File: src/hdl/cdan_pkg.sv
`timescale 1ns / 1ps
`default_nettype none

package cdan_pkg;

  // field widths
  localparam int unsigned YearW   = 14;
  localparam int unsigned MonthW  = 4;
  localparam int unsigned DayCntW = 16;
  localparam int unsigned DayW    = 5;
  localparam int unsigned BcdW    = 16;
  localparam int unsigned InW     = 64;
  localparam int unsigned OutW    = 56;

  // calendar constants
  localparam logic [YearW-1:0]   MaxYear       = 14'd9999;
  localparam logic [YearW-1:0]   MinYear       = 14'd1;
  localparam logic [BcdW-1:0]    MaxYearBcd    = 16'h9999;
  localparam logic [MonthW-1:0]  MonthsPerYear = 4'd12;
  localparam logic [MonthW-1:0]  MonthJan      = 4'd1;
  localparam logic [MonthW-1:0]  MonthFeb      = 4'd2;
  localparam logic [MonthW-1:0]  MonthApr      = 4'd4;
  localparam logic [MonthW-1:0]  MonthJun      = 4'd6;
  localparam logic [MonthW-1:0]  MonthSep      = 4'd9;
  localparam logic [MonthW-1:0]  MonthNov      = 4'd11;
  localparam logic [DayW-1:0]    LenLeapFeb    = 5'd29;
  localparam logic [DayW-1:0]    LenFeb        = 5'd28;
  localparam logic [DayW-1:0]    LenShort      = 5'd30;
  localparam logic [DayW-1:0]    LenLong       = 5'd31;

  // sequencer states
  typedef enum logic [1:0] {
    StIdle,
    StConv,
    StWalk,
    StFin
  } state_e;

  // result of one month step of the shared unit
  typedef struct packed {
    logic               fits;
    logic [DayCntW-1:0] day_nx;
    logic [MonthW-1:0]  month_nx;
    logic               wrap;
  } step_t;

  // increment a four digit bcd number
  function automatic logic [BcdW-1:0] bcd_inc(input logic [BcdW-1:0] v);
    logic [BcdW-1:0] r;
    logic            c;
    r = v;
    c = 1'b1;
    for (int i = 0; i < 4; i++) begin
      if (c) begin
        if (r[4*i +: 4] == 4'd9) begin
          r[4*i +: 4] = 4'd0;
        end else begin
          r[4*i +: 4] = r[4*i +: 4] + 4'd1;
          c = 1'b0;
        end
      end
    end
    return r;
  endfunction

  // two digit bcd of a value below 40, tens in the top two bits
  function automatic logic [5:0] bcd2(input logic [DayW-1:0] v);
    logic [1:0]      tens;
    logic [DayW-1:0] ones;
    if (v >= 5'd30) begin
      tens = 2'd3;
      ones = v - 5'd30;
    end else if (v >= 5'd20) begin
      tens = 2'd2;
      ones = v - 5'd20;
    end else if (v >= 5'd10) begin
      tens = 2'd1;
      ones = v - 5'd10;
    end else begin
      tens = 2'd0;
      ones = v;
    end
    return {tens, ones[3:0]};
  endfunction

  // two bcd digits divisible by four
  function automatic logic bcd_div4(input logic [7:0] d);
    logic [1:0] s;
    s = {d[4], 1'b0} + d[1:0];
    return (s == 2'd0);
  endfunction

endpackage

`default_nettype wire

File: src/hdl/cdan_bin2bcd.sv
`timescale 1ns / 1ps
`default_nettype none

// shift-and-add-3 converter, one year bit per cycle
module cdan_bin2bcd (
  input  wire logic                        clk_i,
  input  wire logic                        rst_ni,
  input  wire logic                        start_i,
  input  wire logic [cdan_pkg::YearW-1:0]  bin_i,
  output logic      [cdan_pkg::BcdW-1:0]   bcd_o,
  output logic                             done_o
);

  localparam int unsigned CntW = $clog2(cdan_pkg::YearW);
  localparam logic [CntW-1:0] CntLast = CntW'(cdan_pkg::YearW - 1);

  logic [cdan_pkg::YearW-1:0] bin_q, bin_d;
  logic [cdan_pkg::BcdW-1:0]  bcd_q, bcd_d, adj;
  logic [CntW-1:0]            cnt_q, cnt_d;
  logic                       busy_q, busy_d;
  logic                       done_q, done_d;

  // add 3 to every digit of 5 or more before the shift
  always_comb begin
    adj = bcd_q;
    for (int i = 0; i < 4; i++) begin
      if (bcd_q[4*i +: 4] >= 4'd5) begin
        adj[4*i +: 4] = bcd_q[4*i +: 4] + 4'd3;
      end
    end
  end

  // step control
  always_comb begin
    bin_d  = bin_q;
    bcd_d  = bcd_q;
    cnt_d  = cnt_q;
    busy_d = busy_q;
    done_d = 1'b0;
    if (start_i) begin
      bin_d  = bin_i;
      bcd_d  = '0;
      cnt_d  = '0;
      busy_d = 1'b1;
    end else if (busy_q) begin
      bcd_d = {adj[cdan_pkg::BcdW-2:0], bin_q[cdan_pkg::YearW-1]};
      bin_d = {bin_q[cdan_pkg::YearW-2:0], 1'b0};
      cnt_d = cnt_q + 1'b1;
      if (cnt_q == CntLast) begin
        busy_d = 1'b0;
        done_d = 1'b1;
      end
    end
  end

  always_ff @(posedge clk_i or negedge rst_ni) begin
    if (!rst_ni) begin
      busy_q <= 1'b0;
      done_q <= 1'b0;
      cnt_q  <= '0;
    end else begin
      busy_q <= busy_d;
      done_q <= done_d;
      cnt_q  <= cnt_d;
    end
  end

  always_ff @(posedge clk_i) begin
    bin_q <= bin_d;
    bcd_q <= bcd_d;
  end

  assign bcd_o  = bcd_q;
  assign done_o = done_q;

endmodule

`default_nettype wire

File: src/hdl/cdan_month_step.sv
`timescale 1ns / 1ps
`default_nettype none

// shared month unit: month length, compare and subtract
module cdan_month_step (
  input  wire logic [cdan_pkg::DayCntW-1:0] day_i,
  input  wire logic [cdan_pkg::MonthW-1:0]  month_i,
  input  wire logic [cdan_pkg::BcdW-1:0]    year_bcd_i,
  output cdan_pkg::step_t                   step_o
);

  logic                    leap;
  logic [cdan_pkg::DayW-1:0] len;

  // leap year from the bcd digits of the year
  always_comb begin
    if (year_bcd_i[7:0] != 8'h00) begin
      leap = cdan_pkg::bcd_div4(year_bcd_i[7:0]);
    end else begin
      leap = cdan_pkg::bcd_div4(year_bcd_i[15:8]);
    end
  end

  // month length
  always_comb begin
    if (month_i == cdan_pkg::MonthFeb) begin
      len = leap ? cdan_pkg::LenLeapFeb : cdan_pkg::LenFeb;
    end else if (month_i == cdan_pkg::MonthApr || month_i == cdan_pkg::MonthJun ||
                 month_i == cdan_pkg::MonthSep || month_i == cdan_pkg::MonthNov) begin
      len = cdan_pkg::LenShort;
    end else begin
      len = cdan_pkg::LenLong;
    end
  end

  // compare, subtract and advance the month
  always_comb begin
    step_o.fits     = (day_i <= cdan_pkg::DayCntW'(len));
    step_o.day_nx   = day_i - cdan_pkg::DayCntW'(len);
    step_o.wrap     = (month_i == cdan_pkg::MonthsPerYear);
    step_o.month_nx = step_o.wrap ? cdan_pkg::MonthJan : month_i + 1'b1;
  end

endmodule

`default_nettype wire

File: src/hdl/calendar_date_add_normalize.sv
`timescale 1ns / 1ps
`default_nettype none

// channel   dir  tdata fields, lowest bit first
// s_axis    in   base_year 14, base_month 4, day_count 16, ref_year 14, ref_month 4,
//                ref_day 5, zero fill 7
// m_axis    out  out_year 14, out_month 4, out_day 5, year_digits 16, month_digits 5,
//                day_digits 6, later_than_ref 1, year_overflow 1, zero fill 4
//
// the result word is valid once the year conversion, the month walk through the shared
// month unit and the finish step are done after acceptance
// the year is turned into bcd first, one bit per cycle, and kept in bcd during the walk;
// a base year past the last one skips the walk and goes from the conversion to the finish step
// reset clears the sequencer and the output valid; no clearing pass
// tready returns the cycle after the result word is loaded; a stalled master side holds
// only the finish step, so the next word may already be walking
module calendar_date_add_normalize (
  input  wire logic                        clk_i,
  input  wire logic                        rst_ni,
  input  wire logic                        s_axis_tvalid,
  output logic                             s_axis_tready,
  input  wire logic [cdan_pkg::InW-1:0]    s_axis_tdata,  // base_year, base_month,
                                                          // day_count, ref_year,
                                                          // ref_month, ref_day
  output logic                             m_axis_tvalid,
  input  wire logic                        m_axis_tready,
  output logic      [cdan_pkg::OutW-1:0]   m_axis_tdata   // out_year, out_month, out_day,
                                                          // year_digits, month_digits,
                                                          // day_digits, later_than_ref,
                                                          // year_overflow
);

  cdan_pkg::state_e state_q, state_d;

  logic [cdan_pkg::YearW-1:0]   year_q, year_d;
  logic [cdan_pkg::BcdW-1:0]    ybcd_q, ybcd_d;
  logic [cdan_pkg::MonthW-1:0]  month_q, month_d;
  logic [cdan_pkg::DayCntW-1:0] day_q, day_d;
  logic [cdan_pkg::YearW-1:0]   ry_q, ry_d;
  logic [cdan_pkg::MonthW-1:0]  rm_q, rm_d;
  logic [cdan_pkg::DayW-1:0]    rd_q, rd_d;
  logic                         ovf_q, ovf_d;
  logic                         ovalid_q, ovalid_d;
  logic [cdan_pkg::OutW-1:0]    odata_q, odata_d;

  // input fields
  logic [cdan_pkg::YearW-1:0]   in_year;
  logic [cdan_pkg::MonthW-1:0]  in_month;
  logic [cdan_pkg::DayCntW-1:0] in_day;
  logic [cdan_pkg::YearW-1:0]   yr_clamp;
  logic [cdan_pkg::MonthW-1:0]  mo_clamp;
  logic                         in_big;

  logic                         accept;
  logic                         conv_done;
  logic [cdan_pkg::BcdW-1:0]    conv_bcd;
  cdan_pkg::step_t              step;

  logic                         later;
  logic [cdan_pkg::DayW-1:0]    day5;
  logic [5:0]                   day_bcd;
  logic [5:0]                   month_bcd;

  assign in_year  = s_axis_tdata[13:0];
  assign in_month = s_axis_tdata[17:14];
  assign in_day   = s_axis_tdata[33:18];

  // range fixes on the base date
  always_comb begin
    in_big   = (in_year > cdan_pkg::MaxYear);
    yr_clamp = in_year;
    if (in_year == '0) begin
      yr_clamp = cdan_pkg::MinYear;
    end else if (in_big) begin
      yr_clamp = cdan_pkg::MaxYear;
    end
    mo_clamp = in_month;
    if (in_month == '0 || in_month > cdan_pkg::MonthsPerYear) begin
      mo_clamp = cdan_pkg::MonthJan;
    end
    if (in_big) begin
      mo_clamp = cdan_pkg::MonthsPerYear;
    end
  end

  assign s_axis_tready = (state_q == cdan_pkg::StIdle);
  assign accept        = s_axis_tvalid && s_axis_tready;

  cdan_bin2bcd u_bin2bcd (
    .clk_i   (clk_i),
    .rst_ni  (rst_ni),
    .start_i (accept),
    .bin_i   (yr_clamp),
    .bcd_o   (conv_bcd),
    .done_o  (conv_done)
  );

  cdan_month_step u_month_step (
    .day_i      (day_q),
    .month_i    (month_q),
    .year_bcd_i (ybcd_q),
    .step_o     (step)
  );

  // compare with the reference date and pack the result word
  assign day5      = day_q[cdan_pkg::DayW-1:0];
  assign day_bcd   = cdan_pkg::bcd2(day5);
  assign month_bcd = cdan_pkg::bcd2(cdan_pkg::DayW'(month_q));

  always_comb begin
    later = (year_q > ry_q) ||
            (year_q == ry_q && month_q > rm_q) ||
            (year_q == ry_q && month_q == rm_q && day5 > rd_q);
  end

  // sequencer
  always_comb begin
    state_d  = state_q;
    year_d   = year_q;
    ybcd_d   = ybcd_q;
    month_d  = month_q;
    day_d    = day_q;
    ry_d     = ry_q;
    rm_d     = rm_q;
    rd_d     = rd_q;
    ovf_d    = ovf_q;
    ovalid_d = ovalid_q;
    odata_d  = odata_q;

    // output register drains independently
    if (ovalid_q && m_axis_tready) begin
      ovalid_d = 1'b0;
    end

    case (state_q)
      cdan_pkg::StIdle: begin
        if (accept) begin
          year_d  = yr_clamp;
          month_d = mo_clamp;
          day_d   = in_big ? cdan_pkg::DayCntW'(cdan_pkg::LenLong) : in_day;
          ovf_d   = in_big;
          ry_d    = s_axis_tdata[47:34];
          rm_d    = s_axis_tdata[51:48];
          rd_d    = s_axis_tdata[56:52];
          state_d = cdan_pkg::StConv;
        end
      end
      cdan_pkg::StConv: begin
        if (conv_done) begin
          ybcd_d  = conv_bcd;
          state_d = ovf_q ? cdan_pkg::StFin : cdan_pkg::StWalk;
        end
      end
      cdan_pkg::StWalk: begin
        if (step.fits) begin
          state_d = cdan_pkg::StFin;
        end else begin
          day_d   = step.day_nx;
          month_d = step.month_nx;
          if (step.wrap) begin
            if (year_q >= cdan_pkg::MaxYear) begin
              // rolled past the last representable year
              year_d  = cdan_pkg::MaxYear;
              ybcd_d  = cdan_pkg::MaxYearBcd;
              month_d = cdan_pkg::MonthsPerYear;
              day_d   = cdan_pkg::DayCntW'(cdan_pkg::LenLong);
              ovf_d   = 1'b1;
              state_d = cdan_pkg::StFin;
            end else begin
              year_d = year_q + 1'b1;
              ybcd_d = cdan_pkg::bcd_inc(ybcd_q);
            end
          end
        end
      end
      cdan_pkg::StFin: begin
        if (!ovalid_q || m_axis_tready) begin
          ovalid_d = 1'b1;
          odata_d  = {4'b0, ovf_q, later, day_bcd, month_bcd[4:0], ybcd_q,
                      day5, month_q, year_q};
          state_d  = cdan_pkg::StIdle;
        end
      end
      default: begin
        state_d = cdan_pkg::StIdle;
      end
    endcase
  end

  always_ff @(posedge clk_i or negedge rst_ni) begin
    if (!rst_ni) begin
      state_q  <= cdan_pkg::StIdle;
      ovalid_q <= 1'b0;
    end else begin
      state_q  <= state_d;
      ovalid_q <= ovalid_d;
    end
  end

  // working and output payload registers
  always_ff @(posedge clk_i) begin
    year_q  <= year_d;
    ybcd_q  <= ybcd_d;
    month_q <= month_d;
    day_q   <= day_d;
    ry_q    <= ry_d;
    rm_q    <= rm_d;
    rd_q    <= rd_d;
    ovf_q   <= ovf_d;
    odata_q <= odata_d;
  end

  assign m_axis_tvalid = ovalid_q;
  assign m_axis_tdata  = odata_q;

endmodule

`default_nettype wire

File: config.mk
export PLATFORM = sky130hd
export DESIGN_NAME = calendar_date_add_normalize
export DESIGN_NICKNAME = d
export VERILOG_FILES = /design/src/hdl/cdan_pkg.sv /design/src/hdl/cdan_bin2bcd.sv /design/src/hdl/cdan_month_step.sv /design/src/hdl/calendar_date_add_normalize.sv
export SDC_FILE = /design/constraint.sdc
export NUM_CORES = 1
export LEC_CHECK = 0
export ABC_CLOCK_PERIOD_IN_PS = 3900
export BUFFER_PORTS_ARGS = -buffer_cell sky130_fd_sc_hd__buf_2
export CAP_MARGIN = 20
export CORE_MARGIN = 8
export CORE_UTILIZATION = 52
export DETAILED_ROUTE_END_ITERATION = 12
export PLACE_DENSITY = 0.82
export SLEW_MARGIN = 10
export SYNTH_ARGS = -nofsm -noshare
export SYNTH_HDL_FRONTEND = slang
export SYNTH_SLANG_ARGS = --single-unit
File: constraint.sdc
create_clock -name clk_i -period 3.9 [get_ports clk_i]
set_clock_uncertainty 0.05 [all_clocks]
set_input_delay 0 -clock clk_i [delete_from_list [all_inputs] [get_ports clk_i]]
set_output_delay 0 -clock clk_i [all_outputs]
set_load 0.03 [all_outputs]
==> impl_results.md <==
* CTS tree: yes
* CP top delay family: compound AO/OA/AOI/OAI gates
* HPWL after DPL at 13130 µm
* Largest cells by area after synthesis: edfxtp_1, ha_1, dfxtp_1, nand2_1, xnor2_1
* FF-to-FF path depth at 15
* Pins Over Slew Limit at 0
* Layout fillers at 1146
* I/O pin count at 126
* Signal arrival time at the worst endpoint at 3570 ps
* Largest incremental delay on the critical path at 430 ps
* DR pass1 iterations at 5
* Clock-pin slew on the worst setup and hold paths at 60 ps
* Multiplexer share of the synthesized area at 0.01626
* Crit path cell chain: inv_1, ha_1, nor4b_1, a211oi_1, a31oi_1, o2bb2ai_1, o21ai_0, ha_1, inv_1, fa_1, and3_1, a21oi_2, a21oi_1, o21ai_2, nor2_1
* PortBufs at 114
* Root Buffer: clkbuf_16
* Power per Cell Area at 890.7 nW/µm²
* Crit path from: ybcd_q[5]
* XOR/XNOR Fraction of Synth Area at 0.04760
* Clock network power share at 0.166
* Synth Area in Compound Gates at 0.1258
* Drt via density at 5.545
* Synth Warn # at 0
* Simple-gate area share of the yosys netlist at 0.1165
* Worst path depth at 15
* DRC errors left at 0
* Psw at 3789 µW
* WP data required at 3950 ps
* Crit. End Element: flip-flop
* Iter 0 DRT Violations at 516
* Synth area leader: edfxtp_1
* Sequential Power Share at 0.397
* Worst vdd ir at 0.3996 mV
* Clock Path Buffers at 2
* Leakage at 0.004279 µW
* First-pass GRT wire length at 31630 µm
* Layout cell share with drive strength beyond 1 at 0.1917
* Clk_lat worst skew at 430 ps
* FP Rows at 46
* PnR worst setup slack at 383.2 ps
* Number of global-route vias before repair at 6375
* # setup viols final at 0
* Initial antenna violation count at 0
* Total Power at 9266 µW
* Logic pwr share at 0.437
* Post-synth EDFFs at 138
* Final Cycle Share at 0.9017
* Pre-CTS setup slack at 203.7 ps
* # Max-Cap Violations at 0
* Slowest CP cell: edfxtp_1
* Cells after Synth at 726
* WL final at 19780 µm
* Synth top area share at 0.4896
* N_diodes at 0
* Num CTS Buffers at 17
* Syn-to-layout area delta at 22.90%
* Seq/Total Area, Yosys at 0.5540
* Final TNS setup at 0 ps
* Flop-to-flop setup slack at 380 ps
* WS Path Type: reg -> reg
* Dominant synthesized flop cell: edfxtp_1
* Die W at 143.6 µm
* Die area at 20620 µm²
* Hold_sp: s_axis_tdata[17]
* Gr ovfl total at 0
* Layout Nets at 1036
* H-tree depth at 4
* Netlist cell types at 70
* Async SR Flop Fraction at 0.05521
* Die Ht at 143.6 µm
* Register bit count reported by yosys at 163
* GRT Total Usage at 0.1958
* Largest net degree at the start of global routing at 51
* Final Wtd Congestion at 0.8358
* Clk sinks at 163
* Internal at 5476 µW
* RSZ-0062 raised after global routing: no
* Largest family of logic cells by synthesized area: compound AO/OA/AOI/OAI gates
* Hold Crit Class: in -> reg
* Max frequency at 284.3 MHz
* Core footprint at 15890 µm²
* Least-Margin Pin Slew at 765.2 ps
* Startpoint Class: flip-flop
* Fin crit period at 3517 ps
* Sw frac at 0.4090
* Routed via count at 6288
* Routed length per instance at 17.44 µm
* CP max FO at 5
* Syn Area/Cell at 11.66 µm²
* Final hold violations at 0
* R2R Path Start: ybcd_q[5]
* Starting density of the core at 0.5328
* Count leader, synth: edfxtp_1
* Status: complete, no violations
* Multi-input gate area at 3423 µm²
* Slew HR at 0.4898
* WHS Path Cells at 4
* Seq. cell area at 4690 µm²
* Mapped Area at 8464 µm²
* Synth top cells by count: edfxtp_1, nand2_1, ha_1, inv_1, nor2_1
* Synthesized-area fraction occupied by adder cells at 0.09401
* WP buf/inv at 2
* Final ANT Viol Nets at 0
per-stage QoR:
step	utilization	instances	instance area, µm²	hold slack [ps]
after detailed placement	0.5822	1042	9249	-180.0
final	0.6549	1134	10400	66.40
after global placement	0.5822	1042	9249	-180.9
after global routing	0.6549	1134	10400	94.97
after floorplan	-	729	8482	-345.6
after CTS	0.6527	1133	10370	12.67
tightest hold or removal path: stages:
cell	delay, ps
buf_2	140
inv_1	80
or3_1	100
a2bb2oi_1	60
cell usage in the layout, fill, tap and decap left out, drive strengths merged, types with 8 or more instances in the layout:
master / n
nand4: 9
xor2: 20
ha: 62
edfxtp: 138
a21oi: 40
nand2: 74
buf: 125
o22a: 11
clkinv: 8
clkbuf: 21
a2bb2oi: 10
nor2: 42
o21ai: 43
dfrtp: 9
mux2i: 10
nand2b: 15
dlygate4sd3: 59
dfxtp: 16
xnor2: 26
inv: 58
nand3: 19
per-layer routing:
metal,track usage,up-vias,share of wire
met1,0.2356,3010,0.41
met2,0.3291,249,0.49
met5,0,-,0
met4,0.1007,0,0.033
li1,-,2980,-
met3,0.03749,49,0.067
final cells by class:
cell class                      count  share of cell area
Inverter                           59             0.02129
Sequential cell                   163              0.4508
Clock buffer                       21             0.04234
Timing Repair Buffer              184              0.1220
Clock inverter                     11            0.008540
Tap cell                          216             0.02598
Multi-Input combinational cell    480              0.3291
logic make-up (layout without fill, tap and decap cells):
| group | Yosys count | after routing |
|---|---|---|
| compound gates | 155 | 155 |
| buf+inv | 86 | 275 |
| mux | 13 | 13 |
| simple gates | 199 | 199 |
| fa+ha+maj | 63 | 63 |
| flops | 163 | 163 |
| xor+xnor | 46 | 46 |
| other cells | 1 | 4 |
registers in the layout, indices dropped and copies added (netlist names):
| register | count |
|---|---|
| ybcd_q | 16 |
| m_axis_tvalid | 1 |
| u_bin2bcd.busy_q | 1 |
| rd_q | 5 |
| ovf_q | 1 |
| state_q | 2 |
| m_axis_tdata | 50 |
| rm_q | 4 |
| u_bin2bcd.done_o | 1 |
| year_q | 14 |
| u_bin2bcd.bin_q | 14 |
| u_bin2bcd.cnt_q | 4 |
| month_q | 4 |
| day_q | 16 |
| ry_q | 14 |
| u_bin2bcd.bcd_o | 16 |
worst paths after layout:
check / endpoint
worst max-delay path: ybcd_q[4]
worst min-delay path: month_q[3]
worst max register to register: ybcd_q[4]
worst min register to register: u_bin2bcd.bcd_o[15]
max in group asynchronous: state_q[1]
min in group asynchronous: u_bin2bcd.cnt_q[3]
repair_timing:
action,CTS,global route
hold endpoints to repair,79,0
setup endpoints to repair,0,16
gates resized for setup,0,4
hold buffers,59,0
buffers inserted,0,0
power by group through the flow:
stage	logic, µW	clock network (µW)	registers, µW
after floorplan	2640	0	3880
after global placement	3730	0	3670
final	4050	1540	3680
after CTS	3970	1550	3670
after global routing	4460	1610	3780
after detailed placement	3870	0	3700
(Power assumes the default switching activity.)
